===== config.mk =====
export PLATFORM = sky130hd
export DESIGN_NAME = positional_list_engine
export DESIGN_NICKNAME = d
export VERILOG_FILES = /design/src/rtl/core/plist_pkg.sv /design/src/rtl/core/plist_front.sv /design/src/rtl/core/plist_queue.sv /design/src/rtl/core/plist_back.sv /design/src/rtl/core/positional_list_engine.sv
export SDC_FILE = /design/constraint.sdc
export NUM_CORES = 2
export LEC_CHECK = 0
export BUFFER_PORTS_ARGS = -buffer_cell sky130_fd_sc_hd__buf_2
export CORE_ASPECT_RATIO = 1.1
export CORE_MARGIN = 4
export CORE_UTILIZATION = 45
export DETAILED_ROUTE_END_ITERATION = 10
export PLACE_DENSITY_LB_ADDON = 0.05
export SKIP_LAST_GASP = 1
export SYNTH_ARGS = -nofsm -noshare
export SYNTH_HDL_FRONTEND = slang
export SYNTH_SLANG_ARGS = --single-unit

===== constraint.sdc =====
create_clock -name clk_i -period 29.1 [get_ports clk_i]
set_input_delay 1.455 -clock clk_i [delete_from_list [all_inputs] [get_ports clk_i]]
set_output_delay 1.455 -clock clk_i [all_outputs]
set_load 0.02 [all_outputs]

===== src/rtl/core/plist_pkg.sv =====
// shared types, constants and codes of the positional list engine
package plist_pkg;

  localparam int unsigned CAPACITY    = 16;
  localparam int unsigned DATA_W      = 32;
  localparam int unsigned ACT_W       = 3;
  localparam int unsigned POS_W       = 8;
  localparam int unsigned STATUS_W    = 2;
  localparam int unsigned CNT_W       = $clog2(CAPACITY + 1);
  localparam int unsigned IDX_W       = $clog2(CAPACITY);
  localparam int unsigned QUEUE_DEPTH = 2;
  localparam int unsigned QPTR_W      = $clog2(QUEUE_DEPTH);
  localparam int unsigned QCNT_W      = $clog2(QUEUE_DEPTH + 1);

  // action codes on the input channel
  localparam logic [ACT_W-1:0] ACT_INS_FRONT = 3'd0;
  localparam logic [ACT_W-1:0] ACT_APPEND    = 3'd1;
  localparam logic [ACT_W-1:0] ACT_INS_POS   = 3'd2;
  localparam logic [ACT_W-1:0] ACT_DELETE    = 3'd3;
  localparam logic [ACT_W-1:0] ACT_READ      = 3'd4;

  // status codes on the output channel
  localparam logic [STATUS_W-1:0] ST_OK       = 2'd0;
  localparam logic [STATUS_W-1:0] ST_EMPTY    = 2'd1;
  localparam logic [STATUS_W-1:0] ST_FULL     = 2'd2;
  localparam logic [STATUS_W-1:0] ST_NO_ENTRY = 2'd3;

  typedef enum logic [2:0] {
    OP_INS_FRONT,
    OP_APPEND,
    OP_INS_POS,
    OP_DELETE,
    OP_READ
  } plist_op_e;

  // classified command as it sits in the queue
  typedef struct packed {
    plist_op_e               op;
    logic signed [DATA_W-1:0] value;
    logic [POS_W-1:0]        pos;
  } plist_cmd_t;

  typedef enum logic [1:0] {
    BK_CMD  = 2'b01,
    BK_READ = 2'b10
  } plist_bk_state_e;

endpackage


===== src/rtl/core/plist_front.sv =====
// front end: takes input words, decodes the action and normalises the position
module plist_front (
  input  logic                                 in_valid_i,
  output logic                                 in_ready_o,
  input  logic [plist_pkg::ACT_W-1:0]          action_i,
  input  logic signed [plist_pkg::DATA_W-1:0]  value_i,
  input  logic [plist_pkg::POS_W-1:0]          position_i,
  output logic                                 push_o,
  output plist_pkg::plist_cmd_t                cmd_o,
  input  logic                                 q_ready_i
);

  logic cmd_known;

  always_comb begin
    cmd_known    = 1'b1;
    cmd_o.op     = plist_pkg::OP_READ;
    cmd_o.value  = value_i;
    // position zero behaves like position two
    cmd_o.pos    = (position_i == '0) ? plist_pkg::POS_W'(2) : position_i;
    case (action_i)
      plist_pkg::ACT_INS_FRONT: cmd_o.op = plist_pkg::OP_INS_FRONT;
      plist_pkg::ACT_APPEND:    cmd_o.op = plist_pkg::OP_APPEND;
      plist_pkg::ACT_INS_POS:   cmd_o.op = plist_pkg::OP_INS_POS;
      plist_pkg::ACT_DELETE:    cmd_o.op = plist_pkg::OP_DELETE;
      plist_pkg::ACT_READ:      cmd_o.op = plist_pkg::OP_READ;
      default:                  cmd_known = 1'b0;
    endcase
  end

  // unknown actions are taken and dropped
  assign in_ready_o = q_ready_i;
  assign push_o     = in_valid_i & q_ready_i & cmd_known;

endmodule


===== src/rtl/core/plist_queue.sv =====
// short command queue between front and back end
module plist_queue (
  input  logic                  clk_i,
  input  logic                  rst_ni,
  input  logic                  push_i,
  input  plist_pkg::plist_cmd_t cmd_i,
  output logic                  ready_o,
  output logic                  valid_o,
  output plist_pkg::plist_cmd_t cmd_o,
  input  logic                  pop_i
);

  plist_pkg::plist_cmd_t             slot_q [plist_pkg::QUEUE_DEPTH];
  logic [plist_pkg::QPTR_W-1:0]      wr_ptr_q, wr_ptr_d;
  logic [plist_pkg::QPTR_W-1:0]      rd_ptr_q, rd_ptr_d;
  logic [plist_pkg::QCNT_W-1:0]      cnt_q, cnt_d;
  logic                              do_push, do_pop;

  assign ready_o = (cnt_q != plist_pkg::QCNT_W'(plist_pkg::QUEUE_DEPTH));
  assign valid_o = (cnt_q != '0);
  assign cmd_o   = slot_q[rd_ptr_q];
  assign do_push = push_i & ready_o;
  assign do_pop  = pop_i & valid_o;

  always_comb begin
    wr_ptr_d = wr_ptr_q;
    rd_ptr_d = rd_ptr_q;
    cnt_d    = cnt_q;
    if (do_push) begin
      wr_ptr_d = (wr_ptr_q == plist_pkg::QPTR_W'(plist_pkg::QUEUE_DEPTH - 1)) ?
                 '0 : wr_ptr_q + 1'b1;
    end
    if (do_pop) begin
      rd_ptr_d = (rd_ptr_q == plist_pkg::QPTR_W'(plist_pkg::QUEUE_DEPTH - 1)) ?
                 '0 : rd_ptr_q + 1'b1;
    end
    if (do_push && !do_pop) begin
      cnt_d = cnt_q + 1'b1;
    end else if (do_pop && !do_push) begin
      cnt_d = cnt_q - 1'b1;
    end
  end

  always_ff @(posedge clk_i or negedge rst_ni) begin
    if (!rst_ni) begin
      wr_ptr_q <= '0;
      rd_ptr_q <= '0;
      cnt_q    <= '0;
    end else begin
      wr_ptr_q <= wr_ptr_d;
      rd_ptr_q <= rd_ptr_d;
      cnt_q    <= cnt_d;
    end
  end

  always_ff @(posedge clk_i) begin
    if (do_push) begin
      slot_q[wr_ptr_q] <= cmd_i;
    end
  end

endmodule


===== src/rtl/core/plist_back.sv =====
// back end: shift-chain list storage, command execution, readout and output word register
module plist_back (
  input  logic                                 clk_i,
  input  logic                                 rst_ni,
  input  logic                                 cmd_valid_i,
  input  plist_pkg::plist_cmd_t                cmd_i,
  output logic                                 pop_o,
  output logic                                 out_valid_o,
  input  logic                                 out_ready_i,
  output logic signed [plist_pkg::DATA_W-1:0]  value_out_o,
  output logic [plist_pkg::STATUS_W-1:0]       status_o,
  output logic                                 last_o
);

  localparam int unsigned Cap  = plist_pkg::CAPACITY;
  localparam int unsigned CntW = plist_pkg::CNT_W;

  logic signed [plist_pkg::DATA_W-1:0] entries_q [Cap];
  logic signed [plist_pkg::DATA_W-1:0] entries_d [Cap];
  logic [CntW-1:0]                     count_q, count_d;
  logic [plist_pkg::IDX_W-1:0]         rd_idx_q, rd_idx_d;
  plist_pkg::plist_bk_state_e          state_q, state_d;

  logic                                out_valid_q, out_valid_d;
  logic signed [plist_pkg::DATA_W-1:0] value_q, value_d;
  logic [plist_pkg::STATUS_W-1:0]      status_q, status_d;
  logic                                last_q, last_d;

  logic                                slot_free;
  logic                                emit;
  logic [plist_pkg::POS_W-1:0]         pos_m1;
  logic [CntW-1:0]                     ins_idx;
  logic [CntW-1:0]                     del_idx;
  logic                                del_miss;
  logic                                rd_last;

  assign slot_free = !out_valid_q || out_ready_i;
  assign pop_o     = (state_q == plist_pkg::BK_CMD) && slot_free && cmd_valid_i;
  assign pos_m1    = cmd_i.pos - 1'b1;
  assign del_miss  = (pos_m1 >= plist_pkg::POS_W'(count_q));
  assign del_idx   = pos_m1[CntW-1:0];
  assign rd_last   = ((CntW'(rd_idx_q) + 1'b1) == count_q);

  // insertion index, clipped to the end of the list
  always_comb begin
    case (cmd_i.op)
      plist_pkg::OP_INS_FRONT: ins_idx = '0;
      plist_pkg::OP_APPEND:    ins_idx = count_q;
      plist_pkg::OP_INS_POS: begin
        if (count_q == '0 || cmd_i.pos == plist_pkg::POS_W'(1)) begin
          ins_idx = '0;
        end else if (pos_m1 > plist_pkg::POS_W'(count_q)) begin
          ins_idx = count_q;
        end else begin
          ins_idx = pos_m1[CntW-1:0];
        end
      end
      default:                 ins_idx = '0;
    endcase
  end

  always_comb begin
    entries_d = entries_q;
    count_d   = count_q;
    rd_idx_d  = rd_idx_q;
    state_d   = state_q;
    emit      = 1'b0;
    value_d   = '0;
    status_d  = plist_pkg::ST_OK;
    last_d    = 1'b1;

    case (state_q)
      plist_pkg::BK_CMD: begin
        if (pop_o) begin
          case (cmd_i.op)
            plist_pkg::OP_INS_FRONT, plist_pkg::OP_APPEND, plist_pkg::OP_INS_POS: begin
              emit = 1'b1;
              if (count_q == CntW'(Cap)) begin
                status_d = plist_pkg::ST_FULL;
              end else begin
                for (int i = 1; i < Cap; i++) begin
                  if (CntW'(i) > ins_idx) begin
                    entries_d[i] = entries_q[i-1];
                  end
                end
                for (int i = 0; i < Cap; i++) begin
                  if (CntW'(i) == ins_idx) begin
                    entries_d[i] = cmd_i.value;
                  end
                end
                count_d = count_q + 1'b1;
              end
            end
            plist_pkg::OP_DELETE: begin
              emit = 1'b1;
              if (count_q == '0) begin
                status_d = plist_pkg::ST_EMPTY;
              end else if (del_miss) begin
                status_d = plist_pkg::ST_NO_ENTRY;
              end else begin
                for (int i = 0; i < Cap - 1; i++) begin
                  if (CntW'(i) >= del_idx) begin
                    entries_d[i] = entries_q[i+1];
                  end
                end
                count_d = count_q - 1'b1;
              end
            end
            plist_pkg::OP_READ: begin
              if (count_q == '0) begin
                emit     = 1'b1;
                status_d = plist_pkg::ST_EMPTY;
              end else begin
                rd_idx_d = '0;
                state_d  = plist_pkg::BK_READ;
              end
            end
            default: ;
          endcase
        end
      end
      plist_pkg::BK_READ: begin
        if (slot_free) begin
          emit     = 1'b1;
          value_d  = entries_q[rd_idx_q];
          last_d   = rd_last;
          rd_idx_d = rd_idx_q + 1'b1;
          if (rd_last) begin
            state_d = plist_pkg::BK_CMD;
          end
        end
      end
      default: state_d = plist_pkg::BK_CMD;
    endcase

    if (emit) begin
      out_valid_d = 1'b1;
    end else if (out_ready_i) begin
      out_valid_d = 1'b0;
    end else begin
      out_valid_d = out_valid_q;
    end
  end

  always_ff @(posedge clk_i or negedge rst_ni) begin
    if (!rst_ni) begin
      count_q     <= '0;
      rd_idx_q    <= '0;
      state_q     <= plist_pkg::BK_CMD;
      out_valid_q <= 1'b0;
    end else begin
      count_q     <= count_d;
      rd_idx_q    <= rd_idx_d;
      state_q     <= state_d;
      out_valid_q <= out_valid_d;
    end
  end

  always_ff @(posedge clk_i) begin
    entries_q <= entries_d;
    if (emit) begin
      value_q  <= value_d;
      status_q <= status_d;
      last_q   <= last_d;
    end
  end

  assign out_valid_o = out_valid_q;
  assign value_out_o = value_q;
  assign status_o    = status_q;
  assign last_o      = last_q;

endmodule


===== src/rtl/core/positional_list_engine.sv =====
// top level of the positional list engine: front decoder, command queue and back end
// path: a taken command word is stored in a queue slot, then executed by the back end
//   into the output register; a readout enters the read state before its first word
// throughput: one insert or delete per cycle while the output is taken and no readout
//   runs; a readout holds the back end until it has emitted every stored entry
// reset: the entry count, queue and output valid clear at once; list storage is not cleared
module positional_list_engine (
  input  logic                                 clk_i,
  input  logic                                 rst_ni,
  // command channel
  input  logic                                 in_valid_i,
  output logic                                 in_ready_o,
  input  logic [plist_pkg::ACT_W-1:0]          action_i,
  input  logic signed [plist_pkg::DATA_W-1:0]  value_i,
  input  logic [plist_pkg::POS_W-1:0]          position_i,
  // result channel
  output logic                                 out_valid_o,
  input  logic                                 out_ready_i,
  output logic signed [plist_pkg::DATA_W-1:0]  value_out_o,
  output logic [plist_pkg::STATUS_W-1:0]       status_o,
  output logic                                 last_o
);

  // classified command from the front end into the queue
  logic                  push;
  plist_pkg::plist_cmd_t front_cmd;
  logic                  q_ready;

  // queue head towards the back end
  logic                  q_valid;
  plist_pkg::plist_cmd_t head_cmd;
  logic                  pop;

  // decode the action, fold position zero onto two, drop unknown actions
  plist_front u_front (
    .in_valid_i (in_valid_i),
    .in_ready_o (in_ready_o),
    .action_i   (action_i),
    .value_i    (value_i),
    .position_i (position_i),
    .push_o     (push),
    .cmd_o      (front_cmd),
    .q_ready_i  (q_ready)
  );

  // two-entry queue so the front keeps taking words, until the queue is full, while the back end
  // is stalled on the output or busy with a readout
  plist_queue u_queue (
    .clk_i   (clk_i),
    .rst_ni  (rst_ni),
    .push_i  (push),
    .cmd_i   (front_cmd),
    .ready_o (q_ready),
    .valid_o (q_valid),
    .cmd_o   (head_cmd),
    .pop_i   (pop)
  );

  // list storage as a shift chain; inserts and deletes shift the chain in a single update,
  // readout walks the entries one a cycle into the output register while the output is taken
  plist_back u_back (
    .clk_i       (clk_i),
    .rst_ni      (rst_ni),
    .cmd_valid_i (q_valid),
    .cmd_i       (head_cmd),
    .pop_o       (pop),
    .out_valid_o (out_valid_o),
    .out_ready_i (out_ready_i),
    .value_out_o (value_out_o),
    .status_o    (status_o),
    .last_o      (last_o)
  );

endmodule

Word-level counts from Yosys, hierarchy flattened
Memories as Yosys holds them, arrays and structs flattened.
Cells that the tools add are included.
{"block": "op_classes", "addsub": 9, "order_cmp": 33, "eq_ne": 67, "muxes": 92, "bitwise": 6, "reduce_logical": 44}
{"op": "32-bit two-way mux", "count": 48}
{"op": "480-bit two-way mux", "count": 2}
{"op": "480-bit case mux with 2 select lines", "count": 1}
{"op": "512-bit two-way mux", "count": 1}
{"op": "32-bit binary-select mux with 4-bit select", "count": 1}
{"op": "8-bit AND reduction", "count": 15}
{"op": "3-bit by 1-bit != test with 1-bit output (second input constant)", "count": 14}
{"op": "4-bit by 5-bit == test with 1-bit output (first input constant)", "count": 8}
{"op": "4-bit by 5-bit greater-than comparator with 1-bit output (first input constant)", "count": 8}
{"op": "2-bit by 1-bit != test with 1-bit output (second input constant)", "count": 18}
{"op": "4-bit by 5-bit greater-or-equal comparator with 1-bit output (first input constant)", "count": 7}
{"op": "5-bit two-way mux", "count": 5}
{"op": "3-bit by 5-bit == test with 1-bit output (first input constant)", "count": 4}
{"op": "3-bit by 5-bit greater-or-equal comparator with 1-bit output (first input constant)", "count": 4}
{"op": "3-bit by 5-bit greater-than comparator with 1-bit output (first input constant)", "count": 4}
{"op": "2-bit two-way mux", "count": 10}
{"op": "5-bit case mux with 2 select lines", "count": 2}
{"op": "4-bit two-way mux", "count": 4}
{"op": "5-bit AND reduction", "count": 3}
{"op": "2-bit != test (second input constant)", "count": 7}
{"op": "3-bit by 2-bit == test with 1-bit output (second input constant)", "count": 4}
{"op": "3-bit case mux with 4 select lines", "count": 1}
{"op": "2-bit nonzero test", "count": 6}
{"op": "1-bit two-way mux", "count": 11}
{"op": "43 further kinds", "count": 63}
{"block": "totals", "regBits": 563, "mem_bits_rw": 86, "inputBits": 47, "out_inout_bits": 37, "wordCells": 278, "memories": 1}
{"memory": "u_queue.slot_q", "depth": 2, "word_bits": 43, "read_ports": 1, "rd_clocked_by_memory_dff": 0, "write_ports": 1, "line_no": "plist_queue.sv:13", "text": "plist_pkg::plist_cmd_t slot_q [plist_pkg::QUEUE_DEPTH];"}

Logic depth before layout (Yosys ltp)
An unclocked memory read counts as a cell.
{"block": "depth", "ltp_word": 11, "mapped_depth": 22, "ltp_nobuf": 14}

Cells and area by module
Synthesis repeated with hierarchy kept, for this count alone.
{"block": "unflattened", "cells_unflattened": 2921, "hier_area_um2": 36876.6}
{"module": "plist_back", "instances": 1, "cells_each": 2721, "area_each_um2": 33051.7, "seq_area_each_um2": 16727.3}
{"module": "plist_queue", "instances": 1, "cells_each": 152, "area_each_um2": 3498.4, "seq_area_each_um2": 2682.6}
{"module": "plist_front", "instances": 1, "cells_each": 48, "area_each_um2": 326.6, "seq_area_each_um2": 0.0}

Least setup slack after synthesis
Ideal clock, no wire load.
{"block": "synth_timing", "path_kind": "register to register", "start": "reg u_queue.rd_ptr_q", "end": "reg u_back.entries_q[100] (netlist name) (enable)", "setup_time_ns": 0.594, "arrival_ns": 9.560, "required_ns": 28.506, "path_slack_ns": 18.946, "path_stages_with_launch": 20, "n_path_buf": 6, "period_less_slack_ns": 10.154, "cell_sequence": "dfrtp_1 buf_6 buf_4 buf_1 buf_1 mux2i_1 ha_1 o21ai_1 xnor2_1 inv_1 ha_1 o22ai_1 a21oi_1 clkbuf_1 and3_1 a21oi_1 a21oi_2 and3_1 clkbuf_1 a2111oi_0"}
{"block": "synth_via", "elab_chain_len": 9, "elab_cells_between_ends": 24, "classes_between": "1 x add/sub; 4 x order compare; 10 x eq/ne; 3 x mux; 5 x reduce/logical; 1 x memory"}
{"element": "from (decl)", "line_no": "plist_queue.sv:15", "text": "logic [plist_pkg::QPTR_W-1:0] rd_ptr_q, rd_ptr_d;"}
{"element": "from (signal assigned)", "line_no": "plist_queue.sv:51", "text": "rd_ptr_q <= rd_ptr_d;"}
{"element": "memory 2 x 43 bit *"}
{"element": "8-bit by 1-bit subtractor with 8-bit output", "line_no": "plist_back.sv:39", "text": "assign pos_m1 = cmd_i.pos - 1'b1;"}
{"element": "8-bit by 5-bit greater-than comparator with 1-bit output", "line_no": "plist_back.sv:52", "text": "end else if (pos_m1 > plist_pkg::POS_W'(count_q)) begin"}
{"element": "5-bit two-way mux", "line_no": "plist_back.sv:52"}
{"element": "5-bit two-way mux", "line_no": "plist_back.sv:50", "text": "if (count_q == '0 || cmd_i.pos == plist_pkg::POS_W'(1)) begin"}
{"element": "5-bit case mux with 2 select lines", "line_no": "plist_back.sv:46", "text": "case (cmd_i.op)"}
{"element": "4-bit by 5-bit greater-than comparator with 1-bit output / 4-bit by 5-bit == test with 1-bit output (equally long branches)", "line_no": "plist_back.sv:82, plist_back.sv:87"}
{"element": "3-bit by 1-bit != test with 1-bit output (no line)"}
{"element": "8-bit AND reduction (no line) *"}
{"element": "to (signal assigned)", "line_no": "plist_back.sv:160", "text": "entries_q <= entries_d;"}
{"element": "to (decl)", "line_no": "plist_back.sv:18", "text": "logic signed [plist_pkg::DATA_W-1:0] entries_q [Cap];"}
Every way passes the cells marked *; elsewhere a longest branch is shown, timed or not.
A chain may end at the register's enable or synchronous reset.

Final worst setup path
{"block": "layout_timing", "start": "reg u_queue.rd_ptr_q", "end": "reg u_back.entries_q[263] (netlist name), data pin"}
{"block": "layout_via", "elab_chain_len": 10, "elab_cells_between_ends": 17, "classes_between": "1 x add/sub; 1 x order compare; 5 x eq/ne; 6 x mux; 3 x reduce/logical; 1 x memory"}
{"element": "memory 2 x 43 bit *"}
{"element": "8-bit by 1-bit subtractor with 8-bit output", "line_no": "plist_back.sv:39"}
{"element": "8-bit by 5-bit greater-than comparator with 1-bit output", "line_no": "plist_back.sv:52"}
{"element": "5-bit two-way mux", "line_no": "plist_back.sv:52"}
{"element": "5-bit two-way mux", "line_no": "plist_back.sv:50"}
{"element": "5-bit case mux with 2 select lines", "line_no": "plist_back.sv:46"}
{"element": "3-bit by 5-bit == test with 1-bit output", "line_no": "plist_back.sv:87", "text": "if (CntW'(i) == ins_idx) begin"}
{"element": "32-bit two-way mux", "line_no": "plist_back.sv:87"}
{"element": "512-bit two-way mux", "line_no": "plist_back.sv:78", "text": "if (count_q == CntW'(Cap)) begin"}
{"element": "480-bit case mux with 2 select lines *", "line_no": "plist_back.sv:75", "text": "case (cmd_i.op)"}
Every way passes the cells marked *; elsewhere a longest branch is shown, timed or not. The select of a mux whose other input is x is not followed.

==> impl_metrics.csv <==
group,metric,value,unit
die,die_h,301,µm
timing,setup_viol,0,
logic_synthesis,synth_edf_count,633,
layout,syn_to_final_growth,10.4,%
worst_setup_path,crit_arrival,7640,ps
hold_path,whs_path_depth,1,
layout,nFillCells,6537,
clock_tree,cts_hold_buffers,0,
placement,port_buffers,83,
timing,setup_tns,0,ps
logic_synthesis,syn_nets,2596,
power_and_ir_drop,power_frac_comb,44.0,%
logic_synthesis,async_flop_share,2.47,%
global_route,grt_max_degree,132,
worst_setup_path,slowest_delay,940,ps
logic_synthesis,synth.top_cells.by_area,"edfxtp_1 54%, a221o_1 13%, mux4_2 10%",
clock_tree,cts_root_buffer,"clkbuf_16",
logic_synthesis,synth_area_leader_cell,"edfxtp_1",
logic_synthesis,ys_seq_area_share,55.1,%
clock_tree,cts.sinks,649,
power_and_ir_drop,p_sw_share,40.6,%
timing,rsz0062_at_grt,"no",
logic_synthesis,netlist_area,35200,µm²
worst_setup_path,r2r-start,"u_queue.rd_ptr_q$_DFFE_PN0P_",
clock_tree,cts-resized-gates,0,
hold_path,worstHoldStart,"u_queue.cnt_q[1]$_DFFE_PN0P_",
power_and_ir_drop,powerDensity,117,nW/µm²
worst_setup_path,reg2reg_setup_slack,21950,ps
global_route,grt_pass1_wl,177000,µm
layout,n_antenna_cell,0,
worst_setup_path,worst-setup-path-type,"reg2reg",
timing,drv_slew,0,
die,start_util,45.4,%
worst_setup_path,crit_path_top_delay_cell,"and2_1",
timing,finalHoldViolCount,0,
worst_setup_path,cpMostUsedCell,"buf_4",
clock_tree,h-tree-depth,3,
placement,gp_congestion,0.864,
clock_tree,clock_path_buffers,3,
drt,drt_iter0_drc,3490,
die,die_area,82800,µm²
hold_path,min_path_type,"reg2reg",
clock_tree,numCtsBuffers,74,
power_and_ir_drop,cell_internal_pwr,2710,µW
die,die_w,275,µm
worst_setup_path,start_kind,"register",
timing,period_needed,7150,ps
hold_path,hold_end,"u_queue.cnt_q[1]$_DFFE_PN0P_",
clock_tree,cts_tree,"done",
timing,tightestPinTransition,1290,ps
die,io-pin-count,84,
placement,pre_cts_ws,22150,ps
clock_tree,clk_latency,640,ps
timing,setup_slack,21950,ps
logic_synthesis,synth_top_area_share,54.0,%
logic_synthesis,avgSynthCellArea,13.9,µm²
die,rows,107,
global_route,antenna_found_initial,1,
drt,drcViolationCount,0,
placement,place_hpwl,70500,µm
worst_setup_path,crit-reg2reg-capture,"u_back.entries_q[263]$_DFFE_PP_",
worst_setup_path,r2r_cells,15,
worst_setup_path,critPathMaxFanout,60,
worst_setup_path,cp-end-kind,"register",
power_and_ir_drop,clock_power_share,21.2,%
layout,nets,2516,
timing,timing.final.crit_share,24.6,%
drt,routed_wl,120000,µm
drt,first_pass_iters,6,
global_route,grt_overflow,0,
clock_tree,path_clk_slew,60,ps
power_and_ir_drop,p_leak,0.0145,µW
logic_synthesis,ys.flop_type,"edfxtp_1",
timing,maxSlewHeadroom,13.8,%
power_and_ir_drop,p_switching,1850,µW
logic_synthesis,ys_ff_latch,649,
global_route,grt_usage,28.7,%
status,status,"completed",
worst_setup_path,cp_cell_sequence,"buf_4 -> mux2i_1 -> xor2_1 -> inv_1 -> ha_1 -> nand3_1 -> o21ba_2 -> a21oi_1 -> a31oi_1 -> and3_1 -> nor2_4 -> buf_4 -> and2_1 -> buf_4 -> a221o_1",
power_and_ir_drop,peakVddDrop,0.000108,V
logic_synthesis,postSynthCellCount,2532,
clock_tree,cts_setup_buffers,0,
power_and_ir_drop,p_seq_share,34.8,%
drt,avgRoutedWirePerCell,33.9,µm
layout,drive_above_1_share,19.8,%
timing,fin_worst_skew,29.7,ps
global_route,grt_pass1_vias,25644,
drt,vias,25645,
timing,fmax,0.140,GHz
drt,via_per_inst,7.24,
worst_setup_path,worst-endpoint-required,29590,ps
die,core,77500,µm²
drt,ant_nets,0,
logic_synthesis,yosysWarnings,0,
run,cap_violations,0,
logic_synthesis,ys_types,81,
[cells in the mapped netlist (3+ instances only)]
master	instances
a211oi_1	4
nand2b_1	5
buf_1	11
a21oi_2	4
clkbuf_1	210
dfrtp_1	15
xor2_1	7
nand4_1	6
a21o_1	41
ha_1	16
nor3_2	5
buf_4	4
nand3_1	9
a31oi_1	35
a221o_1	448
or3_1	3
nand2_1	28
or2_2	4
a21oi_1	60
o21ai_1	5
buf_6	14
mux2i_1	42
and3_1	458
nor3_1	13
a211oi_2	3
o21ai_0	15
o22ai_1	3
inv_1	19
a2111o_1	3
a2111oi_0	3
nor2b_1	35
buf_2	78
edfxtp_1	633
mux4_2	160
nor2_1	53
a311oi_4	3
xnor2_1	11
nor4_1	3
and2_1	13
[final cells by class]
| type | count | area, µm² | area share (%) |
|---|---|---|---|
| timing repair buffer | 161 | 1000 | 2.57 |
| inverter | 19 | 72.6 | 0.187 |
| clock inverter | 35 | 402 | 1.03 |
| sequential | 649 | 19400 | 49.9 |
| clock buffer | 95 | 2020 | 5.18 |
| multi-input combinational | 1547 | 14700 | 37.8 |
| tap | 1035 | 1290 | 3.33 |
[power by group through the flow]
| stage | Combinational (µW) | Sequential [µW] | Clock (µW) |
|---|---|---|---|
| finish | 2010 | 1580 | 964 |
| global route | 2120 | 1600 | 1020 |
| CTS | 1990 | 1580 | 978 |
| detailed placement | 1990 | 1590 | 0 |
| global placement | 1950 | 1590 | 0 |
| floorplan | 1320 | 1550 | 0 |
[registers in the layout, indices dropped and copies added (netlist names)]
name,count
u_back.status_o,2
u_queue.cnt_q,2
u_back.last_o,1
u_back.entries_q,512
u_back.count_q,5
u_back.value_out_o,32
u_queue.slot_q,86
u_back.rd_idx_q,4
u_queue.rd_ptr_q,1
u_back.state_q,2
u_queue.wr_ptr_q,1
u_back.out_valid_o,1
[kinds of logic after synthesis]
| logic type | share of synthesized area [%] |
|---|---|
| AOI/OAI and AO/OA | 16.9 |
| xor gates and xnor gates | 0.448 |
| adders and majority gates | 0.625 |
| buffers and inverters | 4.20 |
| DFF | 55.1 |
| muxes | 11.5 |
| and+or+nand+nor | 11.2 |
[cells in the final DEF, fill, tap and decap left out, types with 6 or more instances in the layout]
master	synthesis	final
a31oi_1	35	35
a21oi_1	60	53
ha_1	16	16
and2_1	13	12
a21oi_4	0	9
a211oi_4	2	8
bufinv_16	0	9
clkinv_2	0	9
a21o_1	41	41
nor3_1	13	10
o21ai_0	15	15
nor2_1	53	51
buf_4	4	78
clkinv_1	0	14
inv_1	19	17
xor2_1	7	7
dfrtp_1	15	10
clkbuf_1	210	17
buf_2	78	83
nand4_1	6	6
nand2_1	28	26
mux2i_1	42	41
clkbuf_16	0	78
edfxtp_1	633	633
nand3_1	9	9
mux4_2	160	160
nor2b_1	35	35
xnor2_1	11	11
a221o_1	448	448
and3_1	458	458
[worst max-delay path, delay by kind of cell, from the launching register on]
| kind | cells | cell delay, ps |
|---|---|---|
| compound gates | 4 | 1470 |
| mux | 1 | 310 |
| simple gates | 4 | 2090 |
| buf+inv | 4 | 1870 |
| flops | 1 | 430 |
| fa+ha+maj | 1 | 350 |
| xor+xnor | 1 | 340 |
[metrics by stage]
step | area (µm²) | total power, µW | hold slack [ps] | std cells | utilization (%)
2_1_floorplan | 35200 | 2880 | 460 | 2532 | -
3_5_place_dp | 36500 | 3580 | 502 | 3411 | 47.1
3_3_place_gp | 36500 | 3540 | 479 | 3411 | 47.1
5_1_grt | 38900 | 4740 | 542 | 3541 | 50.2
4_1_cts | 38900 | 4550 | 514 | 3541 | 50.2
6_report | 38900 | 4550 | 509 | 3541 | 50.2
[layer usage]
layer / track usage [%] / wire, µm
met1: 39.9 / 48300
met2: 45.1 / 56000
met3: 6.49 / 11700
met4: 9.25 / 4050
met5: 0 / 0
[worst max-delay path by stage]
| stage | start | slack, ps | depth (start not counted) | end |
|---|---|---|---|---|
| final | u_queue.rd_ptr_q$_DFFE_PN0P_ | 21950 | 15 | u_back.entries_q[263]$_DFFE_PP_ |
| after global routing | u_queue.rd_ptr_q$_DFFE_PN0P_ | 21600 | 15 | u_back.entries_q[265]$_DFFE_PP_ |
| after CTS | u_queue.rd_ptr_q$_DFFE_PN0P_ | 22130 | 15 | u_back.entries_q[263]$_DFFE_PP_ |
| after detailed placement | u_queue.rd_ptr_q$_DFFE_PN0P_ | 22150 | 15 | u_back.entries_q[263]$_DFFE_PP_ |
| after global placement | u_queue.rd_ptr_q$_DFFE_PN0P_ | 22330 | 16 | u_back.entries_q[266]$_DFFE_PP_ |
| after floorplan | u_queue.rd_ptr_q$_DFFE_PN0P_ | 18950 | 19 | u_back.entries_q[100]$_DFFE_PP_ |
No activity file was read; power rests on OpenSTA's default activity.
